File: config.mk
export PLATFORM = sky130hd
export DESIGN_NAME = circular_next_date_lookup_core
export DESIGN_NICKNAME = d
export VERILOG_FILES = /design/src/hw/rtl/cndl_pkg.sv /design/src/hw/rtl/circular_next_date_lookup_core.sv /design/src/hw/rtl/cndl_table_ram.sv /design/src/hw/rtl/cndl_cmp.sv
export SDC_FILE = /design/constraint.sdc
export NUM_CORES = 2
export LEC_CHECK = 0
export BUFFER_PORTS_ARGS = -buffer_cell sky130_fd_sc_hd__buf_2
export CORE_MARGIN = 4
export CORE_UTILIZATION = 60
export DETAILED_ROUTE_END_ITERATION = 10
export PLACE_DENSITY_LB_ADDON = 0.1
export SLEW_MARGIN = 20
export SYNTH_ARGS = -nofsm -noshare
export SYNTH_HDL_FRONTEND = slang
export SYNTH_HIERARCHICAL = 1
export SYNTH_SLANG_ARGS = --single-unit
File: constraint.sdc
create_clock -name i_clk -period 6 [get_ports i_clk]
set_clock_uncertainty 0.1 [all_clocks]
set_input_delay 0.6 -clock i_clk [delete_from_list [all_inputs] [get_ports i_clk]]
set_output_delay 0.6 -clock i_clk [all_outputs]
set_load 0.01 [all_outputs]
File: src/hw/rtl/cndl_pkg.sv
package cndl_pkg;

    localparam int DAY_W = 9;
    localparam int MEM_W = 8;

    localparam logic CMD_INSERT = 1'b0;
    localparam logic CMD_QUERY  = 1'b1;

    localparam logic [1:0] ST_OK    = 2'd0;
    localparam logic [1:0] ST_FULL  = 2'd1;
    localparam logic [1:0] ST_EMPTY = 2'd2;

    typedef struct packed {
        logic       cmd;
        logic [3:0] month;
        logic [4:0] day;
        logic [7:0] member_id;
    } t_in;

    typedef struct packed {
        logic [7:0] found_id;
        logic [1:0] status;
    } t_out;

    typedef struct packed {
        logic [DAY_W-1:0] day;
        logic [MEM_W-1:0] member;
    } t_entry;

    typedef struct packed {
        logic day_lt;   // a.day < b.day
        logic precedes; // a sorts strictly ahead of b
    } t_cmp_res;

    // Non-leap month offsets; out-of-range months map to zero.
    function automatic logic [DAY_W-1:0] month_offset(input logic [3:0] month);
        logic [DAY_W-1:0] off;
        case (month)
            4'd2:    off = 9'd31;
            4'd3:    off = 9'd59;
            4'd4:    off = 9'd90;
            4'd5:    off = 9'd120;
            4'd6:    off = 9'd151;
            4'd7:    off = 9'd181;
            4'd8:    off = 9'd212;
            4'd9:    off = 9'd243;
            4'd10:   off = 9'd273;
            4'd11:   off = 9'd304;
            4'd12:   off = 9'd334;
            default: off = 9'd0;
        endcase
        return off;
    endfunction

    function automatic logic [DAY_W-1:0] day_of_year(input logic [3:0] month,
                                                     input logic [4:0] day);
        return month_offset(month) + {4'd0, day};
    endfunction

endpackage

File: src/hw/rtl/circular_next_date_lookup_core.sv
// Circular next-date lookup core.
//
// Input channel (i_in_valid / o_in_ready / i_in_data): one transaction is an
// insert (cmd 0: month, day, member id) or a query (cmd 1: month, day).
// Output channel (o_out_valid / i_out_ready / o_out_data): exactly one result
// transaction per input, in order: found id and status (ok, full, empty).
//
// One transaction at a time. o_in_ready is high only while idle.
// Insert: stored entries are shifted one entry per cycle from the tail toward
// the head, and the new entry lands in its sorted place. Full table: ST_FULL.
// Query: linear scan from entry 0, one entry per cycle; empty table: ST_EMPTY.
// The scan rate is set by the single read port of the table RAM and the one
// shared comparator, used once per visited entry.
//
// Reset clears the entry count and returns to idle; table contents are not
// cleared (only entries below the count are ever read).
// A stalled receiver holds the result in the output register; no new input
// is taken until the result transaction completes.
module circular_next_date_lookup_core #(
    parameter int MAX_ENTRIES = 64
) (
    input  logic           i_clk,
    input  logic           i_rst_n,
    input  logic           i_in_valid,
    output logic           o_in_ready,
    input  cndl_pkg::t_in  i_in_data,
    output logic           o_out_valid,
    input  logic           i_out_ready,
    output cndl_pkg::t_out o_out_data
);
    import cndl_pkg::*;

    localparam int AW = $clog2(MAX_ENTRIES);
    localparam int CW = $clog2(MAX_ENTRIES + 1);

    typedef enum logic [5:0] {
        S_IDLE  = 6'b000001,
        S_START = 6'b000010,
        S_INS   = 6'b000100,
        S_PLACE = 6'b001000,
        S_QRY   = 6'b010000,
        S_OUT   = 6'b100000
    } t_state;

    t_state           r_state, n_state;
    logic [CW-1:0]    r_count, n_count;
    logic [CW-1:0]    r_idx,   n_idx;
    logic             r_cmd,   n_cmd;
    t_entry           r_new,   n_new;     // converted date and id of the item
    logic [MEM_W-1:0] r_first, n_first;   // id of entry 0, for wraparound
    t_out             r_out,   n_out;

    // table RAM port
    logic             we, re;
    logic [AW-1:0]    waddr, raddr;
    t_entry           wdata, rdata;

    // shared comparator
    t_entry           cmp_a, cmp_b;
    t_cmp_res         cmp;

    cndl_table_ram #(.DEPTH(MAX_ENTRIES)) u_ram (
        .i_clk   (i_clk),
        .i_we    (we),
        .i_waddr (waddr),
        .i_wdata (wdata),
        .i_re    (re),
        .i_raddr (raddr),
        .o_rdata (rdata)
    );

    // Insert asks "new before stored?", query asks "stored day below new?".
    assign cmp_a = (r_state == S_QRY) ? rdata : r_new;
    assign cmp_b = (r_state == S_QRY) ? r_new : rdata;

    cndl_cmp u_cmp (
        .i_a   (cmp_a),
        .i_b   (cmp_b),
        .o_res (cmp)
    );

    always_comb begin
        n_state = r_state;
        n_count = r_count;
        n_idx   = r_idx;
        n_cmd   = r_cmd;
        n_new   = r_new;
        n_first = r_first;
        n_out   = r_out;
        we      = 1'b0;
        waddr   = '0;
        wdata   = r_new;
        re      = 1'b0;
        raddr   = '0;

        case (r_state)
            S_IDLE: begin
                if (i_in_valid) begin
                    n_cmd        = i_in_data.cmd;
                    n_new.day    = day_of_year(i_in_data.month, i_in_data.day);
                    n_new.member = i_in_data.member_id;
                    n_state      = S_START;
                end
            end
            S_START: begin
                n_out.found_id = '0;
                n_out.status   = ST_OK;
                if (r_cmd == CMD_INSERT) begin
                    if (r_count == CW'(MAX_ENTRIES)) begin
                        n_out.status = ST_FULL;
                        n_state      = S_OUT;
                    end else if (r_count == '0) begin
                        we      = 1'b1;
                        waddr   = '0;
                        n_count = r_count + 1'b1;
                        n_state = S_OUT;
                    end else begin
                        // fetch the last entry; walk toward the head
                        re      = 1'b1;
                        raddr   = AW'(r_count - 1'b1);
                        n_idx   = r_count;
                        n_state = S_INS;
                    end
                end else begin
                    if (r_count == '0) begin
                        n_out.status = ST_EMPTY;
                        n_state      = S_OUT;
                    end else begin
                        re      = 1'b1;
                        raddr   = '0;
                        n_idx   = '0;
                        n_state = S_QRY;
                    end
                end
            end
            S_INS: begin
                // rdata holds entry r_idx-1
                if (cmp.precedes) begin
                    we    = 1'b1;
                    waddr = AW'(r_idx);
                    wdata = rdata;
                    n_idx = r_idx - 1'b1;
                    if (r_idx == CW'(1)) begin
                        n_state = S_PLACE;
                    end else begin
                        re    = 1'b1;
                        raddr = AW'(r_idx - CW'(2));
                    end
                end else begin
                    we      = 1'b1;
                    waddr   = AW'(r_idx);
                    n_count = r_count + 1'b1;
                    n_state = S_OUT;
                end
            end
            S_PLACE: begin
                // new entry goes to the head
                we      = 1'b1;
                waddr   = AW'(r_idx);
                n_count = r_count + 1'b1;
                n_state = S_OUT;
            end
            S_QRY: begin
                // rdata holds entry r_idx
                if (r_idx == '0) begin
                    n_first = rdata.member;
                end
                if (!cmp.day_lt) begin
                    n_out.found_id = rdata.member;
                    n_state        = S_OUT;
                end else if ((r_idx + 1'b1) == r_count) begin
                    // nothing on or after the date: wrap to the earliest
                    n_out.found_id = (r_idx == '0) ? rdata.member : r_first;
                    n_state        = S_OUT;
                end else begin
                    re    = 1'b1;
                    raddr = AW'(r_idx + 1'b1);
                    n_idx = r_idx + 1'b1;
                end
            end
            S_OUT: begin
                if (i_out_ready) begin
                    n_state = S_IDLE;
                end
            end
            default: begin
                n_state = S_IDLE;
            end
        endcase
    end

    always_ff @(posedge i_clk) begin
        if (!i_rst_n) begin
            r_state <= S_IDLE;
            r_count <= '0;
        end else begin
            r_state <= n_state;
            r_count <= n_count;
        end
        r_idx   <= n_idx;
        r_cmd   <= n_cmd;
        r_new   <= n_new;
        r_first <= n_first;
        r_out   <= n_out;
    end

    assign o_in_ready  = (r_state == S_IDLE);
    assign o_out_valid = (r_state == S_OUT);
    assign o_out_data  = r_out;

endmodule

File: src/hw/rtl/cndl_table_ram.sv
module cndl_table_ram #(
    parameter int DEPTH = 64
) (
    input  logic                         i_clk,
    input  logic                         i_we,
    input  logic [$clog2(DEPTH)-1:0]     i_waddr,
    input  cndl_pkg::t_entry             i_wdata,
    input  logic                         i_re,
    input  logic [$clog2(DEPTH)-1:0]     i_raddr,
    output cndl_pkg::t_entry             o_rdata
);
    import cndl_pkg::*;

    t_entry r_mem [DEPTH];
    t_entry r_rdata;

    always_ff @(posedge i_clk) begin
        if (i_we) begin
            r_mem[i_waddr] <= i_wdata;
        end
        if (i_re) begin
            r_rdata <= r_mem[i_raddr];
        end
    end

    assign o_rdata = r_rdata;

endmodule

File: src/hw/rtl/cndl_cmp.sv
module cndl_cmp (
    input  cndl_pkg::t_entry   i_a,
    input  cndl_pkg::t_entry   i_b,
    output cndl_pkg::t_cmp_res o_res
);
    import cndl_pkg::*;

    logic day_lt;
    logic day_eq;

    assign day_lt         = i_a.day < i_b.day;
    assign day_eq         = i_a.day == i_b.day;
    assign o_res.day_lt   = day_lt;
    assign o_res.precedes = day_lt || (day_eq && (i_a.member < i_b.member));

endmodule

# After elaboration in Yosys (flattened, before gate mapping)
# Memories as Yosys holds them, arrays and structs flattened. A register that Yosys moved wholly into a read port is not among the register bits.
# Index checks and enable logic that the tools add are counted.
# W data, S select, Z words.
[classes] add_sub_neg=6 n_lt_le_gt_ge=2 n_eq_ne=23 n_mux=60 reduce_logical=13
[op_table] cell="$mux W6" n=18
[op_table] cell="$mux W7" n=11
[op_table] cell="$mux W17" n=4
[op_table] cell="$pmux W7 S3" n=2
[op_table] cell="$pmux W6 S6" n=1
[op_table] cell="$mux W8" n=3
[op_table] cell="$mux W9" n=2
[op_table] cell="$pmux W6 S3" n=1
[op_table] cell="$ne A2 B2 Y1 const B" n=8
[op_table] cell="$pmux W8 S2" n=1
[op_table] cell="$add A7 B1 Y7 const B" n=2
[op_table] cell="$logic_not A7 Y1" n=2
[op_table] cell="$mux W1" n=13
[op_table] cell="$add A9 B5 Y9" n=1
[op_table] cell="$eq A9 B9 Y1" n=1
[op_table] cell="$lt A9 B9 Y1" n=1
[op_table] cell="$ne A3 B3 Y1 const B" n=3
[op_table] cell="$lt A8 B8 Y1" n=1
[op_table] cell="$eq A7 B1 Y1 const B" n=1
[op_table] cell="$eq A7 B7 Y1" n=1
[op_table] cell="$eq A7 B7 Y1 const B" n=1
[op_table] cell="$sub A7 B1 Y7 const B" n=1
[op_table] cell="$eq A6 B1 Y1 const B" n=1
[op_table] cell="$eq A6 B2 Y1 const B" n=1
[op_table] cell="other kinds (19)" n=23
[word_totals] reg_bits=56 mem_bits_rw=1088 romBits=144 elab_cells=115 mem_count=2
[memory_table] memory="u_ram.r_mem" words=64 word_bits=17 rd=1 rd_ports_with_merged_regs=1 wr=1 line="cndl_table_ram.sv:14" rtl="t_entry r_mem [DEPTH];"
[memory_table] memory="(no name shown)" words=16 word_bits=9 rd=1 rd_ports_with_merged_regs=0 wr=0 line="cndl_pkg.sv:38" rtl="case (month)"

# Depth between registers and ports, before layout
[logic_depth] depth_word=7 ltp_mapped=27 ltp_nobuf=21

# Cells and area by module
# Netlist, hierarchy kept.
[modules_own_cells] mod="cndl_table_ram" instances=1 cells_each=1953 area_per_inst_um2=42514.5 seq_area_each_um2=33181.8
[modules_own_cells] mod="circular_next_date_lookup_core" instances=1 cells_each=499 area_per_inst_um2=4245.3 seq_area_each_um2=1551.5
[modules_own_cells] mod="cndl_cmp" instances=1 cells_each=57 area_per_inst_um2=420.4 seq_area_each_um2=0.0

# Worst setup path after synthesis
# OpenSTA, ideal clock, no wires.
[synth_timing] path_type="register -> register" start="register r_state[0]" end="register u_ram/o_rdata[7] (netlist name)" setup_time_ps=277 t_arrival_ps=4927 slack_ps=696 stages_incl_launch_ff=25 path_buffers=4 cell_sequence="dfxtp_1 > nor3_2 > nand3_1 > clkinv_1 > buf_1 > nand2_1 > nand2_1 > inv_1 > ha_1 > a21oi_2 > o21ai_1 > a2111oi_2 > a31o_1 > nand4_1 > a21oi_1 > a22oi_1 > o21ai_0 > buf_6 > buf_4 > buf_4 > mux4_2 > mux2i_1 > nor2_1 > a211oi_1 > a211oi_1"
[synth_rtl] item="start, declared" line="circular_next_date_lookup_core.sv:45" rtl="t_state r_state, n_state;"
[synth_rtl] item="start signal, assigned" line="circular_next_date_lookup_core.sv:197" rtl="r_state <= n_state;"

==> reports/qor.yml <==
setup_path:
  reg2reg_to: "u_ram/o_rdata[3]"
  r2r-start: "r_state[0]"
  arrival_ns: 6.07
  crit_chain: "nor3_2 > nand3_2 > clkinv_1 > buf_4 > nand2_1 > nand2_1 > inv_1 > ha_1 > a21oi_2 > o21ai_1 > a2111oi_4 > buf_4 > nand2_1 > or2_1 > o21ai_4 > buf_12 > buf_12 > mux4_2 > mux2_2 > a221oi_1 > a211oi_1"
  r2r_slack_ns: 0.23
  crit_fanout: 17
  required_ns: 6.30
  path_buf_inv: 6
  cpMostUsedCell: "nand2_1"
  critPathMaxStageDelay_ns: 0.74
  cp-startpoint: "r_state[0]"
  crit_path_end: "u_ram/o_rdata[3]"
  endpoint_kind: "register"
  ff2ff_path_depth: 21
  cp.depth: 21
  critPathLaunchType: "register"
  critical_path_class: "reg -> reg"
  critical-path-slowest-cell: "a221oi_1"
  crit_family: "compound AO/OA/AOI/OAI gates"
layout:
  final_common_cell: "edfxtp_1"
  nets: 2749
  design_area_sq_um: 53400
  final_cell_mix: "edfxtp_1 (1148), mux4_2 (216), nand2_1 (149)"
  syn2layout_area_growth_pct: 13.3
  drive_above_1_share_pct: 24.2
synth:
  synth_nets: 2569
  ys_top_cells_by_area: "edfxtp_1 (73%), mux4_2 (10%), mux2i_1 (3.0%)"
  yosysTopAreaCellShare_pct: 73.1
  synth_ff_type: "edfxtp_1"
  synth_area_sq_um: 47200
  ys_seq_area_share_pct: 73.6
  yosysTopAreaCell: "edfxtp_1"
  synth_edf_count: 1148
  synthArstFlopShare_pct: 0
  synthCells: 2509
  synth_cell_types: 73
  syn_area_per_cell_sq_um: 18.8
  synth-seq-cells: 1161
  synth_warnings: 6
floorplan:
  fp.dieH_um: 288
  die_w_um: 288
  rows: 102
  start_util_pct: 60.7
  core_sq_um: 77700
  die-area_sq_um: 83200
  ios: 34
clocking:
  clock_latency_ns: 0.70
  cts-buffers-inserted: 114
  cts_buffer_depth: 3
  path_clk_slew_ns: 0.06
  htree_levels: 3
  cts_tree: "yes"
  cts_sinks: 1161
  clockRootBuffer: "clkbuf_16"
timing:
  relSlewSlack_pct: 23.7
  setup_viol: 0
  holdWs_ns: 0.0731
  worst-slew-pin-transition_ns: 1.14
  post-route-min-period_ns: 5.77
  post-route-period-util_pct: 96.1
  fmax_mhz: 173
  rsz0062_at_grt: "false"
  finalHoldViolCount: 0
  final-max-slew-violation-count: 0
power_and_ir_drop:
  pwr-share-clk_pct: 39.5
  p_comb_share_pct: 7.6
  power_density_nw_per_um2: 340
  power_switching_mw: 4.20
  pwr-share-seq_pct: 53.0
  vdd_drop_max_uv: 299
  intPower_mw: 14.0
  p_leak_nw: 16.9
  switching_share_pct: 23.1
min_path:
  hold_depth: 2
  hold_class: "in -> reg"
  min_from: "i_rst_n"
drt:
  wire_per_inst_um: 29.8
  routed_wl_mm: 114
  vias: 24800
  drt_iter0_drc: 3081
  drt_pass1_iterations: 6
  vias_per_cell: 6.49
  ant_nets: 0
  drc: 0
place:
  io_buffers: 33
  post_dp_cell_area_sq_um: 49300
  dp_hpwl_mm: 70.5
  gp_congestion: 0.882
global_route:
  grt_pass1_vias: 24500
  overflow: 0
  grt_max_degree: 65
  grt_pass1_wl_mm: 167
  grt_usage_pct: 27.8
  grt_antenna_before_repair: 5
outcome:
  status: "completed"
flow_run:
  cap_violations: 0
## final cells by class
| class | instances | area (sq um) |
|---|---|---|
| diodes | 2 | 5.00 |
| clock buffers | 131 | 2920 |
| clock inverters | 84 | 916 |
| fillers | 4974 | 24300 |
| inverters | 41 | 154 |
| multi-input cells | 1162 | 11600 |
| flip-flops and latches | 1161 | 34700 |
| well taps | 1040 | 1300 |
| repair buffers | 209 | 1770 |
## synthesized netlist by cell type, drive strengths merged, types with 3 or more instances
cell,n
and2,11
a211oi,27
and4,10
a21o,3
nand3,31
nand2b,8
a221o,3
nor2b,28
nor2,140
inv,40
and3,20
a21oi,34
nor4,7
or3,5
a22oi,67
a221oi,45
mux2,37
edfxtp,1148
a22o,7
ha,37
mux2i,140
nand2,151
mux4,216
o21ai,20
o221ai,16
clkbuf,58
a31oi,3
dfxtp,13
xor2,17
xnor2,17
nor3,13
buf,87
a2111oi,3
nand4,15
a311oi,4
## power by group through the flow
stage	Sequential, mW	Clock, mW	Combinational, mW
after global routing	9.62	7.64	1.49
after global placement	9.79	0	1.32
final	9.62	7.17	1.38
after floorplan	9.75	0	0.706
after CTS	9.62	7.27	1.38
after detailed placement	9.79	0	1.38
## per-layer routing
metal  vias up  wire length [um]  GRT usage [%]
met4         2              3440           8.48
met1     12900             45800           40.7
li1      10500                 -              -
met3       173             10800           6.63
met2      1236             53900           42.7
met5         -                13              0
## how the worst min path moves through the flow
stage	endpoint	slack, ns
after detailed placement	r_state[5]	0.42
after global placement	r_state[5]	0.40
after global routing	r_state[0]	0.05
final	r_state[0]	0.07
after CTS	r_state[0]	0.04
after floorplan	r_state[5]	0.37
## state kept, by name (all words and copies together), names as in the netlist
name           flops
o_out_data        10
r_new             17
r_count            7
r_idx              7
r_state            6
u_ram/o_rdata     17
r_first            8
u_ram/r_mem     1088
r_cmd              1
## through the flow
| stage | util (%) | TNS, ns | setup WS [ns] | power (mW) | cells |
|---|---|---|---|---|---|
| global route | 68.7 | 0 | 0.0256 | 18.8 | 3828 |
| CTS | 68.6 | 0 | 0.0477 | 18.3 | 3825 |
| global placement | 63.5 | -0.739 | -0.225 | 11.1 | 3601 |
| floorplan | - | 0 | 0.696 | 10.5 | 2509 |
| detailed placement | 63.5 | -1.11 | -0.245 | 11.2 | 3601 |
| finish | 68.7 | 0 | 0.234 | 18.2 | 3830 |
## timing repair
| action | in CTS | in global routing |
|---|---|---|
| endpoints found under the setup margin | 8 | 16 |
| resized for setup | 3 | 28 |
| pin swaps | 0 | 2 |
| buffers inserted | 0 | 3 |
| hold endpoints to repair | 9 | 0 |
| hold buffers | 9 | 0 |
## logic make-up after synthesis
logic type / synth area share, %
buf+inv: 2.13
xor+xnor: 0.631
compound gates: 4.02
flops: 73.6
fa+ha+maj: 1.02
mux: 14.2
simple gates: 4.41
(Power assumes the default switching activity.)
